==> config.mk <==
export PLATFORM = sky130hd
export DESIGN_NAME = wtm_cell
export DESIGN_NICKNAME = d
export VERILOG_FILES = /design/src/wtm_pkg.sv /design/src/wtm_cell.sv
export SDC_FILE = /design/constraint.sdc
export NUM_CORES = 1
export LEC_CHECK = 0
export BUFFER_PORTS_ARGS = -buffer_cell sky130_fd_sc_hd__buf_2
export CORE_MARGIN = 1
export CORE_UTILIZATION = 46
export DETAILED_ROUTE_END_ITERATION = 7
export PLACE_DENSITY = 0.69
export SKIP_LAST_GASP = 1
export SYNTH_ARGS = -nofsm -noshare
export SYNTH_HDL_FRONTEND = slang
export SYNTH_SLANG_ARGS = --single-unit
==> constraint.sdc <==
create_clock -name clk -period 14.55 [get_ports clk]
set_input_delay 2.91 -clock clk [delete_from_list [all_inputs] [get_ports clk]]
set_output_delay 2.91 -clock clk [all_outputs]
set_load 0.02 [all_outputs]
==> src/wtm_pkg.sv <==
// Package for the window track matcher: sizes, register codes, field widths,
// and the structs that pass between the top level and the matching cells.
// It depends on nothing else.
package wtm_pkg;

    // Table size and the widths that follow from it.
    localparam int REF_DEPTH = 64;
    localparam int CELL_W    = (REF_DEPTH > 1) ? $clog2(REF_DEPTH) : 1;
    localparam int CNT_W     = $clog2(REF_DEPTH + 1);

    // Field widths of the words.
    localparam int PT_W      = 16;
    localparam int ETA_W     = 13;
    localparam int PHI_W     = 16;
    localparam int IDX_W     = 6;
    localparam int ETA_WIN_W = 13;
    localparam int PHI_WIN_W = 15;

    // Operation codes carried in the input tuser.
    localparam logic OP_LOAD  = 1'b0;
    localparam logic OP_PROBE = 1'b1;

    // Register indexes, taken from paddr bit 2.
    localparam logic REG_ETA_WINDOW = 1'b0;
    localparam logic REG_PHI_WINDOW = 1'b1;

    // Register reset values.
    localparam logic [ETA_WIN_W-1:0] ETA_WINDOW_RESET = ETA_WIN_W'(164);
    localparam logic [PHI_WIN_W-1:0] PHI_WINDOW_RESET = PHI_WIN_W'(417);

    // Match windows, broadcast to every cell.
    typedef struct packed {
        logic [ETA_WIN_W-1:0] eta_window;
        logic [PHI_WIN_W-1:0] phi_window;
    } cfg_t;

    // Reference load, broadcast to every cell.
    typedef struct packed {
        logic                    we;
        logic                    clear;
        logic [CELL_W-1:0]       idx;
        logic [PT_W-1:0]         pt;
        logic signed [ETA_W-1:0] eta;
        logic [PHI_W-1:0]        phi;
    } load_t;

    // Probe and its running result, handed from cell to cell.
    typedef struct packed {
        logic                    valid;
        logic                    matched;
        logic [IDX_W-1:0]        ref_index;
        logic [PT_W-1:0]         ref_pt;
        logic [PT_W-1:0]         pt;
        logic signed [ETA_W-1:0] eta;
        logic [PHI_W-1:0]        phi;
    } probe_t;

    // Reported index: the low bits of a cell position.
    function automatic logic [IDX_W-1:0] out_index(input logic [CELL_W-1:0] pos);
        logic [CELL_W+IDX_W-1:0] wide;
        wide = (CELL_W + IDX_W)'(pos);
        return wide[IDX_W-1:0];
    endfunction

endpackage

==> src/wtm_cell.sv <==
// One matching cell: holds a single reference track with its valid and used
// marks, and tests the probe passing through it. Depends on wtm_pkg.
module wtm_cell (
    input  logic                  clk,
    input  logic                  rst_n,
    input  logic                  advance,
    input  logic [wtm_pkg::CELL_W-1:0] cell_index,
    input  wtm_pkg::cfg_t         cfg,
    input  wtm_pkg::load_t        load,
    input  wtm_pkg::probe_t       probe_in,
    output wtm_pkg::probe_t       probe_out
);
    import wtm_pkg::*;

    logic                    valid_reg;
    logic                    used_reg;
    logic [PT_W-1:0]         ref_pt_reg;
    logic signed [ETA_W-1:0] ref_eta_reg;
    logic [PHI_W-1:0]        ref_phi_reg;
    probe_t                  probe_reg;

    logic              load_hit;
    logic [PT_W-1:0]   dpt;
    logic [PT_W+3:0]   dpt_x10;
    logic [PHI_W-1:0]  dphi_u;
    logic [PHI_W-1:0]  dphi_mag;
    logic signed [ETA_W:0] deta_s;
    logic [ETA_W:0]    deta_mag;
    logic              pass;
    logic              take;

    assign load_hit = load.we && (load.idx == cell_index);

    // Window tests against the held reference.
    always_comb
    begin
        dpt      = (probe_reg.pt >= ref_pt_reg) ? (probe_reg.pt - ref_pt_reg)
                                                : (ref_pt_reg - probe_reg.pt);
        dpt_x10  = (PT_W + 4)'({dpt, 3'b000}) + (PT_W + 4)'({dpt, 1'b0});
        dphi_u   = probe_reg.phi - ref_phi_reg;
        dphi_mag = dphi_u[PHI_W-1] ? (~dphi_u + PHI_W'(1)) : dphi_u;
        deta_s   = (ETA_W + 1)'(probe_reg.eta) - (ETA_W + 1)'(ref_eta_reg);
        deta_mag = deta_s[ETA_W] ? (ETA_W + 1)'(-deta_s) : (ETA_W + 1)'(deta_s);
        pass     = (dpt_x10 < (PT_W + 4)'(probe_reg.pt))
                && (dphi_mag < PHI_W'(cfg.phi_window))
                && (deta_mag < (ETA_W + 1)'(cfg.eta_window));
    end

    // A waiting probe takes this reference if it is live, unused and in window.
    assign take = probe_reg.valid && !probe_reg.matched && valid_reg && !used_reg && pass;

    always_comb
    begin
        probe_out = probe_reg;
        if (take)
        begin
            probe_out.matched   = 1'b1;
            probe_out.ref_index = out_index(cell_index);
            probe_out.ref_pt    = ref_pt_reg;
        end
    end

    // Valid and used marks.
    always_ff @(posedge clk or negedge rst_n)
    begin
        if (!rst_n)
        begin
            valid_reg <= 1'b0;
            used_reg  <= 1'b0;
        end
        else
        begin
            if (load.clear)
            begin
                valid_reg <= 1'b0;
                used_reg  <= 1'b0;
            end
            if (load_hit)
            begin
                valid_reg <= 1'b1;
                used_reg  <= 1'b0;
            end
            else if (take && advance)
            begin
                used_reg <= 1'b1;
            end
        end
    end

    // Reference payload.
    always_ff @(posedge clk)
    begin
        if (load_hit)
        begin
            ref_pt_reg  <= load.pt;
            ref_eta_reg <= load.eta;
            ref_phi_reg <= load.phi;
        end
    end

    // Probe stage, moved on whenever the row advances.
    always_ff @(posedge clk or negedge rst_n)
    begin
        if (!rst_n)
        begin
            probe_reg <= '0;
        end
        else if (advance)
        begin
            probe_reg <= probe_in;
        end
    end

endmodule

### After elaboration in Yosys (flattened, before gate mapping)

Cells that the tools add are included.

* register bits: 116

* eq/ne operators: 1
* mux-type cells: 8
* reduce and logical (&&, ||, !) cells: 12
* add/subtract/negate cells: 7
* order comparisons: 4
* bitwise logic cells: 1

Operators with widths (count)
* $sub A16 B16 Y16: 3
* $mux W16: 2
* $mux W23: 1
* $add A19 B17 Y20: 1
* $lt A20 B16 Y1: 1
* $add A16 B1 Y16 const B: 1
* $ge A16 B16 Y1: 1
* $lt A16 B15 Y1: 1
* $not A16 Y16: 1
* $lt A14 B13 Y1: 1
* $mux W14: 1
* $neg A14 Y14: 1
* $sub A13 B13 Y14: 1
* $logic_and A1 B1 Y1: 8
* $eq A6 B6 Y1: 1
* $mux W1: 4
* $reduce_bool A3 Y1: 1
* $logic_not A1 Y1: 2
* $reduce_bool A2 Y1: 1

### Longest topological paths before layout

Gate-level depths: netlist of the first run.

* depth after elaboration: 11
* depth in mapped cells: 33

### Worst setup path before layout of the first run

OpenSTA, ideal clock, no wires.

* path kind: register to output
* start: register probe_reg, in the netlist probe_out[29]
* end: output port probe_out[48] in the netlist's numbering
* slack: 4811 ps
* arrival time: 6829 ps
* cell stages (with the launch flop): 34
* data required time: 11640 ps
* cell sequence: dfrtp_1 inv_1 ha_1 inv_1 fa_1 a21o_1 a21oi_2 a2111o_1 and3_1 buf_6 clkbuf_1 mux2i_1 xnor2_1 ha_1 inv_1 fa_1 nor2b_1 o221ai_1 nor2b_1 mux2_2 mux2_2 nor2_1 o31ai_1 a21oi_1 xnor2_1 ha_1 a211oi_1 o21ai_0 o31ai_1 nand4_1 a2111o_1 a2111oi_4 buf_6 mux2_4

RTL lines
* from (decl): line wtm_cell.sv:20 `probe_t probe_reg;`
* from (signal assigned): line wtm_cell.sv:110 `probe_reg <= probe_in;`
* to (decl): line wtm_cell.sv:11 `output wtm_pkg::probe_t probe_out`

==> results of run 1 <==
critical path, delay by kind of cell (launching register included):
| family | cells | cell delay (ns) |
|---|---|---|
| compound gates | 11 | 2.80 |
| fa+ha+maj | 5 | 1.51 |
| mux | 4 | 1.01 |
| simple gates | 5 | 1.19 |
| buf+inv | 4 | 0.75 |
| flops | 1 | 0.45 |
| xor+xnor | 2 | 0.33 |
worst paths after layout:
check	to	slack, ns	cells after the start
max	probe_out[45]	3.16	31
min in group asynchronous	probe_reg[52]	2.63	1
max reg2reg	used_reg	7.28	30
min reg2reg	probe_reg[56]	0.51	1
min	probe_reg[56]	0.51	1
max in group asynchronous	probe_out[6]	11.29	1
layout by cell type, fill, tap and decap left out, drive strengths merged, types with 6 or more instances in the layout:
cell	netlist	layout
buf	58	230
inv	121	127
ha	115	115
nand2	79	79
mux2	79	79
dfrtp	71	71
o21ai	70	70
nor2	55	55
a21oi	54	54
xnor2	51	51
edfxtp	45	45
xor2	23	23
nand3	19	19
a21o	17	17
clkbuf	17	17
nor3	15	15
o21a	15	15
a211oi	11	11
nand4	11	11
nor2b	10	10
o31ai	10	10
o2111ai	9	9
nor4	7	7
or3	7	7
mux2i	6	6
o211ai	6	6
a31oi	6	6
nand2b	6	6
or2	6	6
synth_stat cells (all sizes together) (15+ instances only):
library cell / number
a21oi: 54
o21ai: 70
xnor2: 51
dfrtp: 71
xor2: 23
buf: 58
clkbuf: 17
ha: 115
o21a: 15
inv: 121
nor2: 55
edfxtp: 45
nor3: 15
a21o: 17
mux2: 79
nand2: 79
nand3: 19
area by class of cell:
| cell class | count | share of cell area [%] |
|---|---|---|
| clock buffers | 17 | 3.684 |
| flip-flops and latches | 116 | 27.09 |
| repair buffers | 230 | 10.08 |
| multi-input cells | 753 | 51.10 |
| diodes | 3 | 0.06501 |
| clock inverters | 15 | 1.073 |
| inverters | 121 | 3.933 |
| well taps | 275 | 2.980 |
per-layer routing:
| layer | wire [µm] | global-route usage (%) |
|---|---|---|
| met5 | 0 | 0 |
| met4 | 347 | 6.582 |
| met3 | 1540 | 4.985 |
| met2 | 11880 | 38.23 |
| met1 | 11950 | 31.66 |
logic make-up after synthesis:
| kind of cell | Yosys count | share of synthesized area [%] |
|---|---|---|
| flip-flops | 116 | 31.36 |
| adder cells (fa/ha/maj) | 120 | 15.43 |
| multiplexers | 85 | 10.27 |
| AO/OA/AOI/OAI | 239 | 15.67 |
| buffers and inverters | 196 | 9.495 |
| AND/OR/NAND/NOR | 235 | 11.29 |
| XOR/XNOR | 74 | 6.497 |
power breakdown:
| part | switching [mW] | internal [mW] | total [mW] |
|---|---|---|---|
| Combinational | 0.360 | 0.280 | 0.640 |
| Clock | 0.168 | 0.221 | 0.389 |
| Sequential | 0.0163 | 0.361 | 0.377 |
| Total | 0.544 | 0.861 | 1.41 |
==> impl_metrics.json, run 1 <==
{
  "ir_drop_uv": 87.34,
  "p_leak_nw": 5.531,
  "path_clk_slew_ns": 0.06,
  "grt_pass1_wl_mm": 40.58,
  "drv_slew": 0,
  "largest_reg_flops": 46,
  "place_area_mm2": 0.01099,
  "ys_ff_latch": 116,
  "multi_input_area_mm2": 0.005901,
  "worstMarginPinSlew_ns": 1.112,
  "slew_headroom_pct": 25.83,
  "period_needed_ns": 11.39,
  "cts_tree": "yes",
  "clockBufferDepth": 2,
  "grt_pass1_vias": 7883,
  "die_h_um": 149.3,
  "place_ws_ns": 3.674,
  "antenna_found_initial": 3,
  "placed_cells": 1495,
  "hp-start": "probe_reg[56]",
  "crit-reg2reg-launch": "ref_pt_reg[0]",
  "drv_cap": 0,
  "crit_arrival_ns": 8.48,
  "timing.final.crit_share_pct": 78.28,
  "yosys.area.top_type": "dfrtp_1",
  "syn_avg_cell_area_um2": 9.367,
  "p_per_area_mw_per_mm2": 121.7,
  "crit_fanout": 20,
  "grt_setup_unrepaired": "no",
  "row_count": 53,
  "postLayoutCellArea_mm2": 0.01155,
  "htree_levels": 4,
  "synth_top_area_share_pct": 17.81,
  "asyncSetResetFlopFracSynth_pct": 61.21,
  "drive_gt1_share_pct": 28.35,
  "detail-route-antenna-nets": 0,
  "drc": 0,
  "via_per_inst": 5.319,
  "syn2layout_area_growth_pct": 15.75,
  "wirelength_mm": 25.71,
  "gp_congestion": 0.9005,
  "cts.root.buffer_cell": "clkbuf_16",
  "worst_path_largest_cell_delay_ns": 0.67,
  "port_buffers": 227,
  "grt_max_degree": 89,
  "cts_repair_resize_count": 0,
  "fin_skew_ns": 0.007901,
  "synthCells": 1065,
  "power_mw": 1.406,
  "fin_util_pct": 54.59,
  "cts-buffers-inserted": 17,
  "ff_latch_area_mm2": 0.003128,
  "synth-seq-area-share_pct": 31.36,
  "io_pins": 228,
  "worst_slack_ns": 3.161,
  "post_cts_buffers": 0,
  "status": "complete, no violations",
  "initial_core_util_pct": 47.16,
  "first_pass_iters": 5,
  "groute.usage.overall_pct": 23.60,
  "wire_per_inst_um": 16.81,
  "final_nets": 1518,
  "fmax_mhz": 87.80,
  "instances_no_fill": 1530,
  "finalHoldViolCount": 0,
  "cts.sinks": 116,
  "num-fill-cells": 1876,
  "ctsHoldBuffers": 0,
  "fp.coreArea_mm2": 0.02115,
  "startpoint": "ref_pt_reg[0]",
  "vias": 8138,
  "synth_cell_types": 64,
  "holdWs_ns": 0.5070,
  "die-area_mm2": 0.02228,
  "finalSetupViolations": 0,
  "crit_type": "register to primary output",
  "required_ns": 11.64,
  "synthTopCellsByArea": "dfrtp_1 18%, ha_1 14%, edfxtp_1 14%",
  "cpMaxStageDelayCell": "and3_1",
  "crit_path_end_kind": "primary output",
  "ys_warn_count": 0,
  "synth-edff-count": 45,
  "hold_class": "register to register",
  "crit_path_start_kind": "register",
  "syn_area_mm2": 0.009976,
  "synth_ff_type": "dfrtp_1",
  "syn_nets": 1344,
  "chipWidth_um": 149.3,
  "clkLatencyLatePin_ns": 0.43,
  "hpwl_mm": 20.48,
  "tns_ns": 0,
  "drtIter0Drc": 416,
  "grt-ovfl-total": 0
}
Power figures use the tool's default switching activity.
==> run 2, diff against run 1 <==
- clock period: 14.55 -> 10.55 ns (I/O delays scaled with it)
==> run 2 against run 1 <==
Compared with the run above: hold slack improved by 0.0013 ns; core utilization rose by 0.55 points; sequential cell count unchanged; first-iteration DRC count increased by 0.24%; clock power increased by 59%; sequential share of layout area decreased by 0.27 points; cell area is 1.0% higher; largest power group unchanged; clock skew increased by 0.0029 ns; sequential power rose by 38%; critical path depth is 2 lower; register-to-register slack got worse by 3.5 ns; die area stayed put.
==> impl_metrics.json, run 2 (synthesized netlist as in run 1, its figures left out) <==
{
  "crit_fanout": 20,
  "cts_tree": "yes",
  "syn2layout_area_growth_pct": 16.92,
  "grt_pass1_wl_mm": 42.15,
  "wirelength_mm": 26.41,
  "port_buffers": 227,
  "die_h_um": 149.3,
  "drv_cap": 0,
  "place_ws_ns": 1.075,
  "vias": 8239,
  "final_nets": 1521,
  "worstMarginPinSlew_ns": 1.123,
  "ir_drop_uv": 117.7,
  "ctsHoldBuffers": 0,
  "detail-route-antenna-nets": 0,
  "p_leak_nw": 5.597,
  "clkLatencyLatePin_ns": 0.42,
  "htree_levels": 4,
  "cpMaxStageDelayCell": "fa_1",
  "place_area_mm2": 0.01102,
  "fmax_mhz": 101.6,
  "clockBufferDepth": 2,
  "hold_class": "register to register",
  "groute.usage.overall_pct": 24.57,
  "via_per_inst": 5.371,
  "first_pass_iters": 5,
  "finalHoldViolCount": 0,
  "grt_setup_unrepaired": "no",
  "antenna_found_initial": 5,
  "tns_ns": 0,
  "status": "complete, no violations",
  "io_pins": 228,
  "fin_skew_ns": 0.01081,
  "cts.sinks": 116,
  "holdWs_ns": 0.5083,
  "postLayoutCellArea_mm2": 0.01166,
  "r2r_slack_ns": 3.77,
  "p_per_area_mw_per_mm2": 174.2,
  "drtIter0Drc": 417,
  "crit_type": "register to primary output",
  "worst_path_largest_cell_delay_ns": 0.47,
  "drive_gt1_share_pct": 28.29,
  "period_needed_ns": 9.843,
  "num-fill-cells": 1915,
  "drv_slew": 0,
  "path_clk_slew_ns": 0.05,
  "chipWidth_um": 149.3,
  "final_cell_mix": "225 x buf_2, 120 x inv_1, 115 x ha_1, 79 x nand2_1, 71 x dfrtp_1",
  "required_ns": 8.44,
  "timing.final.crit_share_pct": 93.30,
  "drc": 0,
  "cts.root.buffer_cell": "clkbuf_16",
  "crit_arrival_ns": 7.73,
  "die-area_mm2": 0.02228,
  "fp.coreArea_mm2": 0.02115,
  "hpwl_mm": 20.76,
  "worst_slack_ns": 0.7071,
  "slew_headroom_pct": 25.02,
  "row_count": 53,
  "crit_path_end_kind": "primary output",
  "largest_reg_flops": 46,
  "initial_core_util_pct": 47.16,
  "grt_pass1_vias": 8178,
  "layout_commonest_cell": "buf_2",
  "wire_per_inst_um": 17.22,
  "finalSetupViolations": 0,
  "grt_max_degree": 89,
  "grt-ovfl-total": 0,
  "cts_repair_resize_count": 0,
  "crit_path_start_kind": "register",
  "cts-buffers-inserted": 17,
  "gp_congestion": 0.9364
}
==> run 2: cell types whose count changed in the layout (fill, tap and decap cells not counted), moves of 2 or more <==
| cell | previous run | this run |
|---|---|---|
| bufinv_16 | 0 | 4 |
| inv_6 | 5 | 0 |
| buf_4 | 5 | 7 |
| clkinv_4 | 3 | 0 |
| clkbuf_8 | 0 | 3 |
| clkinvlp_4 | 5 | 2 |
| clkbuf_1 | 0 | 2 |
| clkinv_2 | 1 | 3 |
==> run 2: layer usage <==
layer	up-vias	global-route usage, %	share of wire (%)
li1	4092	-	-
met2	230	39.70	46
met4	2	7.755	2.3
met5	-	0	0.049
met1	3879	32.59	46
met3	36	5.382	5.6
==> run 2: final timing paths <==
check / from / end / cells after the start
hold / removal: probe_reg[65] / probe_reg[65] / 1
min in group asynchronous: rst_n / probe_reg[52] / 1
hold reg to reg: probe_reg[65] / probe_reg[65] / 1
setup / recovery: probe_out[38] / probe_out[47] / 29
max in group asynchronous: rst_n / probe_out[0] / 1
setup reg to reg: probe_out[38] / used_reg / 28
==> run 2: cell type report <==
| cell class | instances | area (µm²) | area share [%] |
|---|---|---|---|
| diodes | 4 | 10.01 | 0.08582 |
| flip-flops and latches | 116 | 3128 | 26.82 |
| multi-input cells | 753 | 5901 | 50.59 |
| clock inverters | 10 | 153.9 | 1.319 |
| clock buffers | 22 | 474.2 | 4.066 |
| repair buffers | 233 | 1199 | 10.28 |
| inverters | 121 | 454.2 | 3.894 |
| well taps | 275 | 344.1 | 2.950 |
==> run 2: timing repair <==
item                                    4_1_cts  5_1_grt
endpoints found under the hold margin         0        0
buffers inserted                              0        1
endpoints found under the setup margin        0        2
==> run 2: through the flow <==
stage                     cells  utilization [%]  power (mW)
final                      1534            55.14       2.031
after global routing       1532            55.11       2.181
after CTS                  1529            55.05       2.038
after detailed placement   1497            52.08       1.408
after global placement     1497            52.08       1.397
after floorplan            1065                -       1.207
==> run 2: worst max-delay path: cells and delay by family, from the launching register on <==
| kind | cells | cell delay [ns] |
|---|---|---|
| AO/OA/AOI/OAI | 11 | 3.15 |
| XOR/XNOR | 2 | 0.37 |
| adder cells (fa/ha/maj) | 3 | 1.20 |
| buffers and inverters | 4 | 0.65 |
| flip-flops | 1 | 0.37 |
| multiplexers | 3 | 0.67 |
| AND/OR/NAND/NOR | 6 | 0.91 |
==> run 2: power breakdown <==
group          leakage (nW)  switching (mW)  internal (mW)
logic                  4.05           0.504          0.389
clock network         0.304           0.206          0.412
registers              1.25          0.0230          0.498
total                  5.60           0.733           1.30
==> run 3, diff against run 2 <==
- CTS_BUF_LIST: default -> sky130_fd_sc_hd__clkbuf_8
==> run 3 against run 2 <==
Compared with the run above: critical path depth unchanged; sequential power about the same; sequential cell count unchanged; largest cell class unchanged; non-clock buffer count unchanged; worst setup slack got worse by 0.089 ns; highest routed layer unchanged.
==> impl_metrics.json, run 3 (synthesized netlist as in run 1, its figures left out) <==
{
  "ir_drop_uv": 81.88,
  "port_buffers": 227,
  "syn2layout_area_growth_pct": 15.00,
  "crit_path_start_kind": "register",
  "clockBufferDepth": 2,
  "p_comb_share_pct": 47.6,
  "internal_power_mw": 1.158,
  "place_area_mm2": 0.01102,
  "crit_path_end_kind": "primary output",
  "drc": 0,
  "grt-ovfl-total": 0,
  "hpwl_mm": 20.76,
  "period_needed_ns": 9.932,
  "via_per_inst": 5.355,
  "hp-start": "probe_reg[65]",
  "cts.sinks": 116,
  "fin_util_pct": 54.23,
  "initial_core_util_pct": 47.16,
  "wirelength_mm": 26.22,
  "power_mw": 1.873,
  "whs_endpoint": "probe_reg[65]",
  "largest_reg_flops": 46,
  "grt_max_degree": 89,
  "tns_ns": 0,
  "fmax_mhz": 100.7,
  "hold_class": "register to register",
  "finalHoldViolCount": 0,
  "clkLatencyLatePin_ns": 0.46,
  "row_count": 53,
  "detail-route-antenna-nets": 0,
  "hold_depth": 1,
  "reg2reg_depth": 28,
  "required_ns": 8.44,
  "grt_setup_unrepaired": "no",
  "m1WireLength_mm": 12.24,
  "status": "complete, no violations",
  "path_clk_slew_ns": 0.07,
  "crit_type": "register to primary output",
  "chipWidth_um": 149.3,
  "r2r-end": "used_reg",
  "wl_met2_mm": 12.13,
  "drive_gt1_share_pct": 28.29,
  "drv_cap": 0,
  "drtIter0Drc": 425,
  "fin_skew_ns": 0.009563,
  "wire_per_inst_um": 17.09,
  "groute.usage.overall_pct": 24.40,
  "final_nets": 1521,
  "finalSetupViolations": 0,
  "cpMaxStageDelayCell": "fa_1",
  "grt_pass1_vias": 8196,
  "final_cell_mix": "225 x buf_2, 122 x inv_1, 115 x ha_1, 79 x nand2_1, 71 x dfrtp_1",
  "p_per_area_mw_per_mm2": 163.3,
  "r2r_slack_ns": 3.73,
  "vias": 8214,
  "crit-reg2reg-launch": "probe_out[38]",
  "fp.coreArea_mm2": 0.02115,
  "p_leak_nw": 5.518,
  "htree_levels": 4,
  "top_layer": "met5",
  "cts_tree": "yes",
  "die_h_um": 149.3,
  "drv_slew": 0,
  "met3_length_mm": 1.216,
  "switchingPower_uw": 715.4,
  "clockPowerShare_pct": 24.6,
  "worstMarginPinSlew_ns": 1.114,
  "switching_share_pct": 38.19,
  "crit_fanout": 20,
  "p_seq_share_pct": 27.8,
  "cts-buffers-inserted": 17,
  "crit_arrival_ns": 7.82,
  "num-fill-cells": 1938,
  "io_pins": 228,
  "postLayoutCellArea_mm2": 0.01147,
  "worst_path_largest_cell_delay_ns": 0.47,
  "cts_repair_resize_count": 0,
  "die-area_mm2": 0.02228,
  "first_pass_iters": 5,
  "cts.root.buffer_cell": "clkbuf_8",
  "slew_headroom_pct": 25.75,
  "layout_commonest_cell": "buf_2",
  "timing.final.crit_share_pct": 94.14,
  "grt_pass1_wl_mm": 41.83,
  "gp_congestion": 0.9364,
  "antenna_found_initial": 5
}
==> run 3: cell count changes in the layout (fill, tap and decap cells not counted), sizes merged <==
| cell | previous run | this run |
|---|---|---|
| clkbuf | 22 | 20 |
| inv | 121 | 123 |
==> run 3: layout make-up <==
class / instances / area, µm² / area share [%]
Multi-Input combinational cell: 753 / 5901 / 51.43
Sequential cell: 116 / 3128 / 27.27
Tap cell: 275 / 344.1 / 2.999
Timing Repair Buffer: 233 / 1199 / 10.45
Clock buffer: 20 / 275.3 / 2.399
Clock inverter: 12 / 161.4 / 1.407
Antenna cell: 4 / 10.01 / 0.08725
Inverter: 121 / 454.2 / 3.959
==> run 3: through the flow <==
stage / cells / hold slack (ns) / worst slack (ns)
after CTS: 1529 / 0.5115 / 0.5591
after floorplan: 1065 / 0.4767 / 1.611
after global routing: 1532 / 0.5286 / 0.05301
after global placement: 1497 / 0.4876 / 1.151
after detailed placement: 1497 / 0.4961 / 1.075
final: 1534 / 0.5089 / 0.6180
==> run 3: power groups by stage <==
stage / clock [mW] / combinational [mW] / sequential (mW)
2_1_floorplan: 0 / 0.686 / 0.521
3_3_place_gp: 0 / 0.869 / 0.528
3_5_place_dp: 0 / 0.879 / 0.529
4_1_cts: 0.470 / 0.888 / 0.520
5_1_grt: 0.490 / 1.00 / 0.524
6_report: 0.461 / 0.893 / 0.520
==> run 3: layer usage <==
metal,track usage [%],vias up
li1,-,4088
met1,32.28,3867
met2,39.42,214
met3,4.832,43
met4,8.827,2
met5,0,-
==> run 3: worst max-delay path, delay by kind of cell (launching register included) <==
family	cells	cell delay [ns]
AOI/OAI and AO/OA	11	3.17
xor gates and xnor gates	2	0.37
adders and majority gates	3	1.21
buffers and inverters	4	0.66
DFF	1	0.38
muxes	3	0.67
and+or+nand+nor	6	0.91
==> run 3: how the worst max path moves through the flow <==
stage / end / depth (start not counted) / from / slack [ns]
after CTS: probe_out[46] / 28 / ref_pt_reg[13] / 0.56
final: probe_out[47] / 29 / probe_out[38] / 0.62
after global routing: probe_out[46] / 30 / probe_out[40] / 0.05
after detailed placement: probe_out[46] / 29 / probe_out[38] / 1.07
after floorplan: probe_out[48] / 33 / probe_out[29] / 1.61
after global placement: probe_out[45] / 29 / probe_out[39] / 1.15
==> run 3: timing repair <==
action | 4_1_cts | 5_1_grt
setup buffers | 0 | 1
hold buffers | 0 | 0
setup endpoints to repair | 0 | 20
